===== src/rtl/core/hlpc_pkg.sv =====
// Shared constants and types for the hypersphere lattice point counter.
// Used by hlpc_odometer and the top level; depends on nothing.
package hlpc_pkg;

	localparam int DIMS_W               = 4;
	localparam int RADIUS_W             = 12;
	localparam int COUNT_W              = 51;
	localparam int MAX_DIM_DEF          = 10;
	localparam int RADIUS_FRAC_BITS_DEF = 8;

	typedef struct packed {
		logic load;
		logic step;
	} odo_ctl_t;

endpackage


===== src/rtl/core/hlpc_odometer.sv =====
// Radix-(2h+1) lattice odometer with a shared squared-distance update unit.
// Depends on hlpc_pkg for the control struct.
module hlpc_odometer #(
	parameter int MAX_DIM = hlpc_pkg::MAX_DIM_DEF,
	parameter int H_W     = 4,
	parameter int SW      = 12,
	parameter int DIM_W   = 4
) (
	input  logic                clk,
	input  logic                arst_n,
	input  hlpc_pkg::odo_ctl_t  ctl,
	input  logic [H_W-1:0]      h,
	input  logic [DIM_W-1:0]    dims,
	input  logic [SW-1:0]       dist_init,
	output logic [SW-1:0]       sq_dist,
	output logic                last
);

	localparam int DW = H_W + 1;

	logic signed [DW-1:0] digit_q [MAX_DIM];
	logic [SW-1:0]        dist_q;
	logic signed [DW-1:0] pos_h;
	logic signed [DW-1:0] neg_h;
	logic [MAX_DIM-1:0]   inc_oh;
	logic [MAX_DIM-1:0]   wrap;
	logic                 found;
	logic [DW-1:0]        sel_digit;
	logic signed [DW:0]   delta;
	logic signed [SW:0]   delta_ext;
	logic signed [SW:0]   dist_sum;

	assign pos_h = $signed({1'b0, h});
	assign neg_h = -pos_h;

	always_comb begin
		found     = 1'b0;
		inc_oh    = '0;
		wrap      = '0;
		sel_digit = '0;
		for (int i = 0; i < MAX_DIM; i++) begin
			wrap[i] = !found;
			if (!found && (i < int'(dims)) && (digit_q[i] != pos_h)) begin
				found     = 1'b1;
				inc_oh[i] = 1'b1;
			end
			if (inc_oh[i]) begin
				sel_digit = sel_digit | digit_q[i];
			end
		end
	end

	assign delta     = {sel_digit, 1'b1};
	assign delta_ext = (SW + 1)'(delta);
	assign dist_sum  = $signed({1'b0, dist_q}) + delta_ext;

	always_ff @(posedge clk or negedge arst_n) begin
		if (!arst_n) begin
			dist_q <= '0;
			for (int i = 0; i < MAX_DIM; i++) begin
				digit_q[i] <= '0;
			end
		end else if (ctl.load) begin
			dist_q <= dist_init;
			for (int i = 0; i < MAX_DIM; i++) begin
				digit_q[i] <= neg_h;
			end
		end else if (ctl.step && found) begin
			dist_q <= dist_sum[SW-1:0];
			for (int i = 0; i < MAX_DIM; i++) begin
				if (inc_oh[i]) begin
					digit_q[i] <= digit_q[i] + DW'(1);
				end else if (wrap[i]) begin
					digit_q[i] <= neg_h;
				end
			end
		end
	end

	assign sq_dist = dist_q;
	assign last    = !found;

endmodule


===== src/rtl/core/hypersphere_lattice_point_counter_core.sv =====
// Top level of the hypersphere lattice point counter: handshake, sequencer, count.
// Depends on hlpc_pkg and hlpc_odometer.
//
// One item walks every integer point of the cube [-h, h]^d, h = floor(radius), one point
// per clock, and counts those whose squared distance times 2^(2*RADIUS_FRAC_BITS) is
// below radius_fixed squared. The single odometer adder updates the squared distance once
// per point. Dimensions above MAX_DIM saturate to MAX_DIM, zero dimensions test one point
// at distance zero. in_ready is high only while no item is in work; a finished count waits
// in the output register, so a new item may be taken before it is read.
module hypersphere_lattice_point_counter_core #(
	parameter int MAX_DIM          = hlpc_pkg::MAX_DIM_DEF,
	parameter int RADIUS_FRAC_BITS = hlpc_pkg::RADIUS_FRAC_BITS_DEF
) (
	input  logic                          clk,
	input  logic                          arst_n,
	input  logic                          in_valid,
	output logic                          in_ready,
	input  logic [hlpc_pkg::DIMS_W-1:0]   dimensions,
	input  logic [hlpc_pkg::RADIUS_W-1:0] radius_fixed,
	output logic                          out_valid,
	input  logic                          out_ready,
	output logic [hlpc_pkg::COUNT_W-1:0]  point_count
);

	localparam int RW     = hlpc_pkg::RADIUS_W;
	localparam int CNT_W  = hlpc_pkg::COUNT_W;
	localparam int F2     = 2 * RADIUS_FRAC_BITS;
	localparam int H_W    = (RW > RADIUS_FRAC_BITS) ? RW - RADIUS_FRAC_BITS : 1;
	localparam int DIM_W  = $clog2(MAX_DIM + 1);
	localparam int SW     = 2 * H_W + DIM_W;
	localparam int SQ_W   = 2 * RW;
	localparam int EXT_W  = SQ_W + F2 + 1;
	localparam int LIM_W  = (SQ_W > F2) ? SQ_W - F2 + 1 : 1;
	localparam int CMP_W  = (SW > LIM_W) ? SW : LIM_W;

	typedef enum logic [4:0] {
		ST_IDLE  = 5'b00001,
		ST_SETUP = 5'b00010,
		ST_INIT  = 5'b00100,
		ST_RUN   = 5'b01000,
		ST_FIN   = 5'b10000
	} state_t;

	state_t               state_q;
	logic [DIM_W-1:0]     dims_q;
	logic [RW-1:0]        radius_q;
	logic [H_W-1:0]       h_q;
	logic [SQ_W-1:0]      sq_q;
	logic [2*H_W-1:0]     hsq_q;
	logic [LIM_W-1:0]     limit_q;
	logic [CNT_W-1:0]     count_q;
	logic                 out_valid_q;
	logic [CNT_W-1:0]     point_count_q;

	logic                 in_xfer;
	logic                 out_free;
	logic [DIM_W-1:0]     dims_sat;
	logic [H_W-1:0]       h_in;
	logic [EXT_W-1:0]     round_up;
	logic [EXT_W-1:0]     lim_sum;
	logic [SW-1:0]        dist_init;
	logic [SW-1:0]        odo_dist;
	logic                 odo_last;
	logic                 point_in;
	hlpc_pkg::odo_ctl_t   odo_ctl;

	assign in_ready  = (state_q == ST_IDLE);
	assign in_xfer   = in_valid && in_ready;
	assign out_free  = !out_valid_q || out_ready;

	assign dims_sat  = (32'(dimensions) > 32'(MAX_DIM)) ? DIM_W'(MAX_DIM) : DIM_W'(dimensions);
	assign h_in      = H_W'(radius_q >> RADIUS_FRAC_BITS);
	assign round_up  = (EXT_W'(1) << F2) - EXT_W'(1);
	assign lim_sum   = EXT_W'(sq_q) + round_up;
	assign dist_init = SW'(dims_q) * SW'(hsq_q);
	assign point_in  = CMP_W'(odo_dist) < CMP_W'(limit_q);

	assign odo_ctl.load = (state_q == ST_INIT);
	assign odo_ctl.step = (state_q == ST_RUN);

	hlpc_odometer #(
		.MAX_DIM (MAX_DIM),
		.H_W     (H_W),
		.SW      (SW),
		.DIM_W   (DIM_W)
	) u_odometer (
		.clk       (clk),
		.arst_n    (arst_n),
		.ctl       (odo_ctl),
		.h         (h_q),
		.dims      (dims_q),
		.dist_init (dist_init),
		.sq_dist   (odo_dist),
		.last      (odo_last)
	);

	always_ff @(posedge clk or negedge arst_n) begin
		if (!arst_n) begin
			state_q     <= ST_IDLE;
			count_q     <= '0;
			out_valid_q <= 1'b0;
		end else begin
			if (out_valid_q && out_ready) begin
				out_valid_q <= 1'b0;
			end
			case (state_q)
				ST_IDLE: begin
					if (in_xfer) begin
						state_q <= ST_SETUP;
					end
				end
				ST_SETUP: begin
					state_q <= ST_INIT;
				end
				ST_INIT: begin
					count_q <= '0;
					state_q <= ST_RUN;
				end
				ST_RUN: begin
					if (point_in && (count_q != {CNT_W{1'b1}})) begin
						count_q <= count_q + CNT_W'(1);
					end
					if (odo_last) begin
						state_q <= ST_FIN;
					end
				end
				ST_FIN: begin
					if (out_free) begin
						out_valid_q <= 1'b1;
						state_q     <= ST_IDLE;
					end
				end
				default: begin
					state_q <= ST_IDLE;
				end
			endcase
		end
	end

	always_ff @(posedge clk) begin
		if (in_xfer) begin
			dims_q   <= dims_sat;
			radius_q <= radius_fixed;
		end
		if (state_q == ST_SETUP) begin
			h_q   <= h_in;
			sq_q  <= SQ_W'(radius_q) * SQ_W'(radius_q);
			hsq_q <= (2 * H_W)'(h_in) * (2 * H_W)'(h_in);
		end
		if (state_q == ST_INIT) begin
			limit_q <= LIM_W'(lim_sum >> F2);
		end
		if ((state_q == ST_FIN) && out_free) begin
			point_count_q <= count_q;
		end
	end

	assign out_valid   = out_valid_q;
	assign point_count = point_count_q;

	a_last_ends_walk: assert property (@(posedge clk) disable iff (!arst_n)
		(state_q == ST_RUN && odo_last) |=> (state_q == ST_FIN))
		else $error("walk did not end after the last lattice point");

	a_result_from_fin: assert property (@(posedge clk) disable iff (!arst_n)
		$rose(out_valid) |-> $past(state_q == ST_FIN))
		else $error("result raised outside the finish step");

	a_setup_after_xfer: assert property (@(posedge clk) disable iff (!arst_n)
		(state_q == ST_SETUP) |-> $past(in_valid && in_ready))
		else $error("setup entered without an input transfer");

endmodule


===== config.mk =====
export PLATFORM = sky130hd
export DESIGN_NAME = hypersphere_lattice_point_counter_core
export DESIGN_NICKNAME = d
export VERILOG_FILES = /design/src/rtl/core/hlpc_pkg.sv /design/src/rtl/core/hlpc_odometer.sv /design/src/rtl/core/hypersphere_lattice_point_counter_core.sv
export SDC_FILE = /design/constraint.sdc
export NUM_CORES = 1
export LEC_CHECK = 0
export BUFFER_PORTS_ARGS = -buffer_cell sky130_fd_sc_hd__clkbuf_2
export CELL_PAD_IN_SITES_DETAIL_PLACEMENT = 0
export CELL_PAD_IN_SITES_GLOBAL_PLACEMENT = 2
export CORE_UTILIZATION = 37
export CTS_CLUSTER_SIZE = 40
export DETAILED_ROUTE_END_ITERATION = 8
export PLACE_DENSITY_LB_ADDON = 0.25
export SKIP_CTS_REPAIR_TIMING = 1
export SYNTH_ARGS = -nofsm -noshare
export SYNTH_HDL_FRONTEND = slang
export SYNTH_HIERARCHICAL = 1
export SYNTH_SLANG_ARGS = --single-unit

===== constraint.sdc =====
create_clock -name clk -period 5.3 [get_ports clk]
set_input_delay 0.265 -clock clk [delete_from_list [all_inputs] [get_ports clk]]
set_output_delay 0.265 -clock clk [all_outputs]
set_load 0.01 [all_outputs]

==> impl_results.md, run 1 <==
* Status: finished with violations
* Failing checks: setup timing
* Clk_skew at 0.02499 ns
* Post-route DRC at 0
* Synth Instances at 1,820
* First-pass GRT wire length at 74,010 µm
* Sink Count at 228
* Hold WC Path Type: input pin to register
* EDFF count, synth at 109
* MaxCap Viol Count at 0
* GRT met1 Usage at 27.53%
* Top cell type by total area after synthesis: edfxtp_1
* Initial cell density of the core at 37.51%
* H-tree levels at 1
* Critical Path End Type: register
* Synth area leaders: edfxtp_1 19%, dfrtp_1 17%, fa_1 11%
* Drt total wl at 46,410 µm
* Most common cell after layout, fill and taps aside: inv_1
* Total GRT Usage at 19.41%
* Critical path required time at 5.60 ns
* Vias in the first global route at 13,584
* Syn Nets at 2,039
* Die ar. at 0.04807 mm²
* Dpl hpwl at 34,000 µm
* Top-area cell type share of the netlist area at 18.74%
* Port bufs at 72
* Routed length per instance at 17.79 µm
* Die height at 219.3 µm
* Arrival time worst endpoint at 5.60 ns
* CTS tree: yes
* GRT met2 Usage at 31.30%
* Critical path, cell by cell: buf_6 -> and2_4 -> fa_1 -> fa_1 -> fa_1 -> fa_1 -> inv_2 -> fa_1 -> inv_2 -> ha_4 -> inv_2 -> or4_1 -> o22a_1 -> o311a_1 -> buf_6 -> o211ai_1 -> o311ai_2
* YS warnings at 6
* DR vias at 13,877
* Most frequent cells in the layout: 202 x inv_1, 142 x nand2_1, 118 x dfrtp_1
* Clock root cell: clkbuf_16
* Sequential share of the synthesized area at 35.80%
* Clk_lat worst skew at 0.58 ns
* F_max at 188.5 MHz
* Mapped cell area at 0.01746 mm²
* Drt initial violations at 968
* Die Span X at 219.3 µm
* Routability cong. at 0.8466
* Rel. slew slack at 25.81%
* RSZ-0062 raised after global routing: true
* Seq cells post-synth at 228
* Antenna viol nets, final at 0
* Final-report hold violation count at 0
* Critical Path Fanout Max at 5
* Commonest register cell after synthesis: dfrtp_1
* CP Launch Type: register
* Grt met3 use at 2.093%
* Critical path class: register to register
* NumNets Final at 2,198
* Clock-pin slew on the worst setup and hold paths at 0.06 ns
* Core area at 0.04656 mm²
* Busiest grt layer: met2
* Slew Viols, Final at 0
* I/O pins at 73
* Slowest cell on the critical path: fa_1
* Share of layout cells above drive strength 1 at 16.23%
* Drt pass-1 iters at 5
* Area grow syn2layout at 17.48%
* Post-DR vias/cell at 5.319
* Initial antenna violation count at 0
* Minimum clock period at 5.306 ns
* Longest Clk Path Bufs at 3
* Worst setup margin at -0.005736 ns
* Cell mode on critical path: fa_1
* Row Count at 79
* Slew @ Worst Pin at 1.103 ns
* Setup-failing EPs final at 1
* Num CTS Buffers at 29
* Crit path largest cell delay at 0.54 ns
* Pre-CTS WS at -0.08995 ns
* Distinct cells, synth at 95
* Ant. Diodes at 0
* Largest net degree at the start of global routing at 63
* Post-synth ARST share at 52.19%
* Avg Inst Size Synth at 9.595 µm²
* Period utilization at 100.1%
* Remaining Overflow, GRT at 0
## per-stage QoR
stage	TNS (ns)	instances	hold WS (ns)	area, µm²	utilization, %
6_report	-0.005736	2609	0.002073	20520	44.07
5_1_grt	-0.4898	2609	0.01374	20520	44.07
4_1_cts	-0.3365	2580	-0.3369	20070	43.11
3_5_place_dp	-0.1846	2526	0.2989	19030	40.88
3_3_place_gp	-0.06684	2526	0.2935	19030	40.88
2_1_floorplan	0	1820	-0.03059	17510	-
## synthesized netlist by cell type (all sizes together) (29+ instances only)
library cell / instances
clkbuf: 47
nand3: 64
nand4: 29
nor2: 78
ha: 105
inv: 216
xnor2: 60
nand2: 149
a21oi: 104
a21o: 32
xor2: 36
dfrtp: 118
nor3: 55
mux2i: 37
fa: 94
edfxtp: 109
o21ai: 91
and2: 67
o22ai: 29
## path summary, 6_finish.rpt
path / from / to / slack, ns / cells after the start
worst max-delay path: radius_q[7] / sq_q[20] / -0.006 / 17
worst min-delay path: out_ready / out_valid / 0.002 / 3
worst max register to register: radius_q[7] / sq_q[20] / -0.006 / 17
worst min register to register: count_q[9] / point_count[9] / 0.51 / 0
max in group asynchronous: arst_n / u_odometer/digit_q[14] / 3.88 / 3
min in group asynchronous: arst_n / count_q[20] / 0.20 / 2
## per-layer routing
layer,wire length (µm),up-vias
li1,-,6737
met1,22100,6849
met2,21450,225
met3,1763,66
met4,1091,0
met5,0,-
## critical path: cells and delay by family, from the launching register on
kind	cells	cell delay, ns
adders and majority gates	6	2.78
buffers and inverters	5	0.41
and+or+nand+nor	2	0.66
AOI/OAI and AO/OA	4	0.71
DFF	1	0.46
## state kept, by name (all words and copies together), names as in the netlist, 5 cells and up
signal and cells:
hsq_q 6, radius_q 12, count_q 51, sq_q 23
u_odometer/digit_q 50, point_count 51, u_odometer/sq_dist 12, state_q 5
limit_q 9
## logic make-up after synthesis
| family | Yosys count | share of synthesized area (%) |
|---|---|---|
| fa+ha+maj | 199 | 18.30 |
| xor+xnor | 96 | 4.815 |
| mux | 40 | 2.314 |
| buf+inv | 292 | 6.828 |
| simple gates | 585 | 17.87 |
| other cells | 2 | 0.04301 |
| compound gates | 378 | 14.03 |
| flops | 228 | 35.80 |
## layout make-up
type | count | area, µm²
Timing Repair Buffer | 202 | 1413
Clock inverter | 23 | 284.0
Fill cell | 4476 | 26040
Tap cell | 607 | 759.5
Inverter | 218 | 818.3
Multi-Input combinational cell | 1300 | 10240
Sequential cell | 228 | 6252
Clock buffer | 31 | 753.2
Power of run 1 is left out: the tool's default activity adds up to more than one toggle a clock period on the data nets, which glitch-free logic cannot reach.
==> run 2, diff against run 1 <==
Settings changed: SETUP_SLACK_MARGIN set to 0.15.
==> impl_results.md, run 2 (synthesis results as in run 1) <==
* Max layer used: met4
* Worst setup margin at -0.003708 ns (+0.002028 ns)
* Hold_sp: out_ready
* Wl on met1 at 22,250 µm (+0.65%)
* Post-DR vias/cell at 5.293 (-0.49%)
* Hold EP: out_valid
* Drt initial violations at 897 (-7.3%)
* F_max at 188.5 MHz (about the same)
* Clock root cell: clkbuf_16
* Status: finished with violations
* Period utilization at 100.1% (about the same)
* Register Area at 0.006252 mm² (unchanged)
* Rel. slew slack at 29.23% (+3.4 points)
* Hold Crit Depth at 3 (unchanged)
* Worst r2r dst: sq_q[20]
* Most frequent cells in the layout: 208 x inv_1, 142 x nand2_1, 118 x dfrtp_1
* Worst R2R Path Depth at 17 (unchanged)
* Routability cong. at 0.8460 (about the same)
* Clk_skew at 0.01559 ns (-0.009401 ns)
* Hold_ws at -0.005629 ns (-0.007702 ns)
* # fillers at 4,556 (+1.8%)
* Initial antenna violation count at 0 (unchanged)
* CTS tree: yes
* Initial cell density of the core at 37.51% (unchanged)
* Ant. Diodes at 0 (unchanged)
* H-tree levels at 1 (unchanged)
* Arrival time worst endpoint at 5.70 ns (+0.10 ns)
* Total GRT Usage at 19.56% (+0.15 points)
* Remaining Overflow, GRT at 0 (unchanged)
* Final core utilization at 43.59% (-0.48 points)
* Critical path required time at 5.70 ns (+0.10 ns)
* Clock-pin slew on the worst setup and hold paths at 0.07 ns (about the same)
* Failing checks: hold timing, setup timing
* Vias in the first global route at 13,363 (-1.6%)
* Minimum clock period at 5.304 ns (-0.002028 ns)
* Hold WC Path Type: input pin to register
* MaxCap Viol Count at 0 (unchanged)
* CP Launch Type: register
* Die ar. at 0.04807 mm² (unchanged)
* Critical Path End Type: register
* Longest Clk Path Bufs at 3 (unchanged)
* Slew Viols, Final at 0 (unchanged)
* Share of layout cells above drive strength 1 at 15.07% (-1.2 points)
* DR WL met2 at 21,500 µm (+0.21%)
* Drt total wl at 46,540 µm (+0.27%)
* Most common cell after layout, fill and taps aside: inv_1
* Num CTS Buffers at 29 (unchanged)
* Die height at 219.3 µm (unchanged)
* First-pass GRT wire length at 74,230 µm (+0.30%)
* Antenna viol nets, final at 0 (unchanged)
* Critical path, cell by cell: and2_4 -> fa_1 -> inv_2 -> fa_1 -> inv_2 -> fa_2 -> fa_1 -> inv_1 -> fa_1 -> inv_2 -> ha_4 -> o21ai_4 -> or4_4 -> o22a_1 -> o311a_1 -> or2_4 -> o311ai_2
* Area grow syn2layout at 16.21%
* Row Count at 79 (unchanged)
* Critical Path Fanout Max at 6 (+1)
* Dpl hpwl at 33,960 µm (-0.12%)
* Slowest cell on the critical path: fa_1
* Setup-failing EPs final at 1 (unchanged)
* Multi-input gate area at 0.01032 mm² (+0.81%)
* Largest net degree at the start of global routing at 66 (+4.8%)
* Sink Count at 228 (unchanged)
* Port bufs at 72 (unchanged)
* Cell mode on critical path: fa_1
* Routed length per instance at 18.00 µm (+1.2%)
* RSZ-0062 raised after global routing: true
* I/O pins at 73 (unchanged)
* Met3 WL post-DR at 1896 µm (+7.5%)
* Final-report hold violation count at 1 (+1)
* Post-route DRC at 0 (unchanged)
* Slew @ Worst Pin at 1.052 ns (-0.05077 ns)
* Clk_lat worst skew at 0.59 ns (about the same)
* RR Startpoint: radius_q[2]
* DR vias at 13,682 (-1.4%)
* Die Span X at 219.3 µm (unchanged)
* R2r setup slk at -0.004 ns (about the same)
* Core area at 0.04656 mm² (unchanged)
* NumNets Final at 2,174 (-1.1%)
* Critical path class: register to register
* Drt pass-1 iters at 7 (+2)
* Crit path largest cell delay at 0.54 ns (about the same)
==> run 2: stage by stage <==
stage | std cells | setup TNS (ns) | hold WS, ns | area, µm² | setup slack, ns
after floorplan | 1820 | 0 | -0.03059 | 17570 | 0.1455
after global placement | 2497 | 0 | 0.1829 | 18840 | 0.06028
after detailed placement | 2497 | 0 | 0.1786 | 18840 | 0.02453
after CTS | 2551 | -0.04569 | -0.4635 | 19770 | -0.02373
after global routing | 2585 | -0.3937 | 0.01141 | 20290 | -0.1364
final | 2585 | -0.003708 | -0.005629 | 20290 | -0.003708
==> run 2: how the worst max path moves through the flow <==
| stage | from | endpoint | slack (ns) | depth (start not counted) |
|---|---|---|---|---|
| floorplan | radius_q[5] | sq_q[20] | 0.15 | 16 |
| global placement | radius_q[3] | sq_q[20] | 0.06 | 16 |
| detailed placement | radius_q[8] | sq_q[20] | 0.02 | 20 |
| CTS | radius_q[3] | sq_q[21] | -0.02 | 18 |
| global route | radius_q[2] | sq_q[20] | -0.14 | 17 |
| finish | radius_q[2] | sq_q[20] | -0.004 | 17 |
==> run 2: worst max-delay path, delay by kind of cell, from the launching register on <==
family	cells	cell delay, ns
flops	1	0.51
buf+inv	4	0.18
simple gates	3	1.01
fa+ha+maj	6	2.76
compound gates	4	0.63
==> run 2: routing by layer <==
metal | vias up | track usage, %
met2 | 263 | 31.59
met3 | 52 | 2.356
met1 | 6671 | 27.91
met5 | - | 0
li1 | 6696 | -
met4 | 0 | 4.375
==> run 2: layout make-up <==
type                    count  area share, %
clock buffers              39          3.859
clock inverters            15         0.7090
inverters                 218          4.032
multi-input cells        1300          50.84
flip-flops and latches    228          30.81
well taps                 607          3.742
repair buffers            178          6.005
Power of run 2 is left out for the same reason.
==> run 3, diff against run 2 <==
Settings changed: CORE_UTILIZATION 37 to 41.
Clock period 5.3 ns to 5.35 ns, I/O delays scaled along.
==> impl_results.md, run 3 (synthesis results as in run 1) <==
* Final-report hold violation count at 0 (-1)
* Minimum clock period at 5.298 ns (-0.006116 ns)
* Ant. Diodes at 0 (unchanged)
* CP endpoint: sq_q[20]
* Row Count at 75 (-5.1%)
* Drt total wl at 45,270 µm (-2.7%)
* Slew Viols, Final at 0 (unchanged)
* Clk_lat worst skew at 0.58 ns (about the same)
* Dpl hpwl at 33,630 µm (-0.98%)
* Routability cong. at 0.8272 (-2.2%)
* Share of layout cells above drive strength 1 at 15.93% (+0.87 points)
* Dpl cell area at 0.01894 mm² (+0.51%)
* Port bufs at 72 (unchanged)
* Status: finished, final reports clean
* DR vias at 13,690 (+0.058%)
* Clk_skew at 0.04234 ns (+0.02675 ns)
* Design Area, Final at 0.02037 mm² (+0.35%)
* Routed length per instance at 17.82 µm (-1.0%)
* Post-DR vias/cell at 5.388 (+1.8%)
* CP Launch Type: register
* R2r setup slk at 0.05 ns (+0.06 ns)
* Critical path required time at 5.73 ns (+0.03 ns)
* Sink Count at 228 (unchanged)
* Worst r2r dst: sq_q[20]
* Initial antenna violation count at 0 (unchanged)
* CTS tree: yes
* Area grow syn2layout at 16.62%
* Most common cell after layout, fill and taps aside: inv_1
* Critical Path End Type: register
* Critical path class: register to register
* Num CTS Buffers at 28 (-3.4%)
* Hold WC Path Type: input pin to register
* RR Startpoint: radius_q[10]
* Arrival time worst endpoint at 5.67 ns (-0.03 ns)
* Remaining Overflow, GRT at 0 (unchanged)
* # fillers at 3,904 (-14%)
* Setup-failing EPs final at 0 (-1)
* Initial cell density of the core at 41.63% (+4.1 points)
* RSZ-0062 raised after global routing: true
* First-pass GRT wire length at 72,910 µm (-1.8%)
* Pre-CTS WS at -0.05374 ns (-0.07827 ns)
* Hold_sp: out_ready
* Most frequent cells in the layout: 206 x inv_1, 143 x nand2_1, 118 x dfrtp_1
* Total GRT Usage at 20.88% (+1.3 points)
* Core area at 0.04195 mm² (-9.9%)
* Period utilization at 99.02% (-1.0 points)
* Critical Path Fanout Max at 6 (unchanged)
* Worst R2R Path Depth at 17 (unchanged)
* Die Span X at 208.4 µm (-5.0%)
* MaxCap Viol Count at 0 (unchanged)
* Drt initial violations at 793 (-12%)
* Post-route DRC at 0 (unchanged)
* Clock root cell: clkbuf_16
* F_max at 188.8 MHz (+0.12%)
* Register Area at 0.006252 mm² (unchanged)
* Worst setup margin at 0.05241 ns (+0.05612 ns)
* Largest net degree at the start of global routing at 73 (+11%)
* Rel. slew slack at 22.65% (-6.6 points)
* NumNets Final at 2,199 (+1.1%)
* Slew @ Worst Pin at 1.150 ns (+0.09776 ns)
* Die ar. at 0.04342 mm² (-9.7%)
* Longest Clk Path Bufs at 3 (unchanged)
* Drt pass-1 iters at 5 (-2)
* Clock-pin slew on the worst setup and hold paths at 0.06 ns (about the same)
* I/O pins at 73 (unchanged)
* Antenna viol nets, final at 0 (unchanged)
* Crit path from: radius_q[10]
* Vias in the first global route at 13,580 (+1.6%)
* Multi-input gate area at 0.01027 mm² (-0.50%)
* H-tree levels at 1 (unchanged)
* Die height at 208.4 µm (-5.0%)
[run 3: worst min-delay path by stage]
stage,endpoint,depth (start not counted)
3_3_place_gp,count_q[19],1
2_1_floorplan,count_q[0],0
3_5_place_dp,count_q[18],1
5_1_grt,dims_q[1],2
6_report,out_valid,3
4_1_cts,count_q[18],1
[run 3: stage by stage]
| stage | instances | hold WS [ns] | TNS (ns) | util (%) |
|---|---|---|---|---|
| after global placement | 2456 | 0.2382 | 0 | 45.15 |
| after global routing | 2541 | 0.01958 | -0.3638 | 48.55 |
| after floorplan | 1820 | -0.02809 | 0 | - |
| after detailed placement | 2456 | 0.2348 | -0.1087 | 45.15 |
| final | 2541 | 0.01565 | 0 | 48.55 |
| after CTS | 2508 | -0.3849 | -0.1713 | 47.42 |
[run 3: per-layer routing]
metal	part of all wire (%)	vias to the layer above	track usage, %
met2	49	259	36.48
met1	45	6636	27.62
met5	0	-	0
met4	2.2	0	5.109
met3	3.5	58	2.219
li1	-	6737	-
[run 3: cell type report]
class,instances,share of cell area [%]
multi-input combinational,1300,50.41
clock inverter,14,0.8847
inverter,218,4.018
tap,539,3.311
timing repair buffer,204,6.899
clock buffer,38,3.772
sequential,228,30.70
[run 3: worst max-delay path, cell delays in order, from the launching register on]
cell	delay, ns
edfxtp_1	0.49
and2_4	0.22
fa_1	0.54
inv_2	0.04
fa_2	0.52
inv_2	0.04
fa_2	0.44
fa_1	0.55
inv_2	0.04
fa_1	0.51
inv_2	0.05
ha_4	0.26
inv_2	0.04
or4_4	0.52
o22a_1	0.19
o311a_1	0.16
or2_4	0.28
o311ai_2	0.24
Power of run 3 is left out for the same reason.
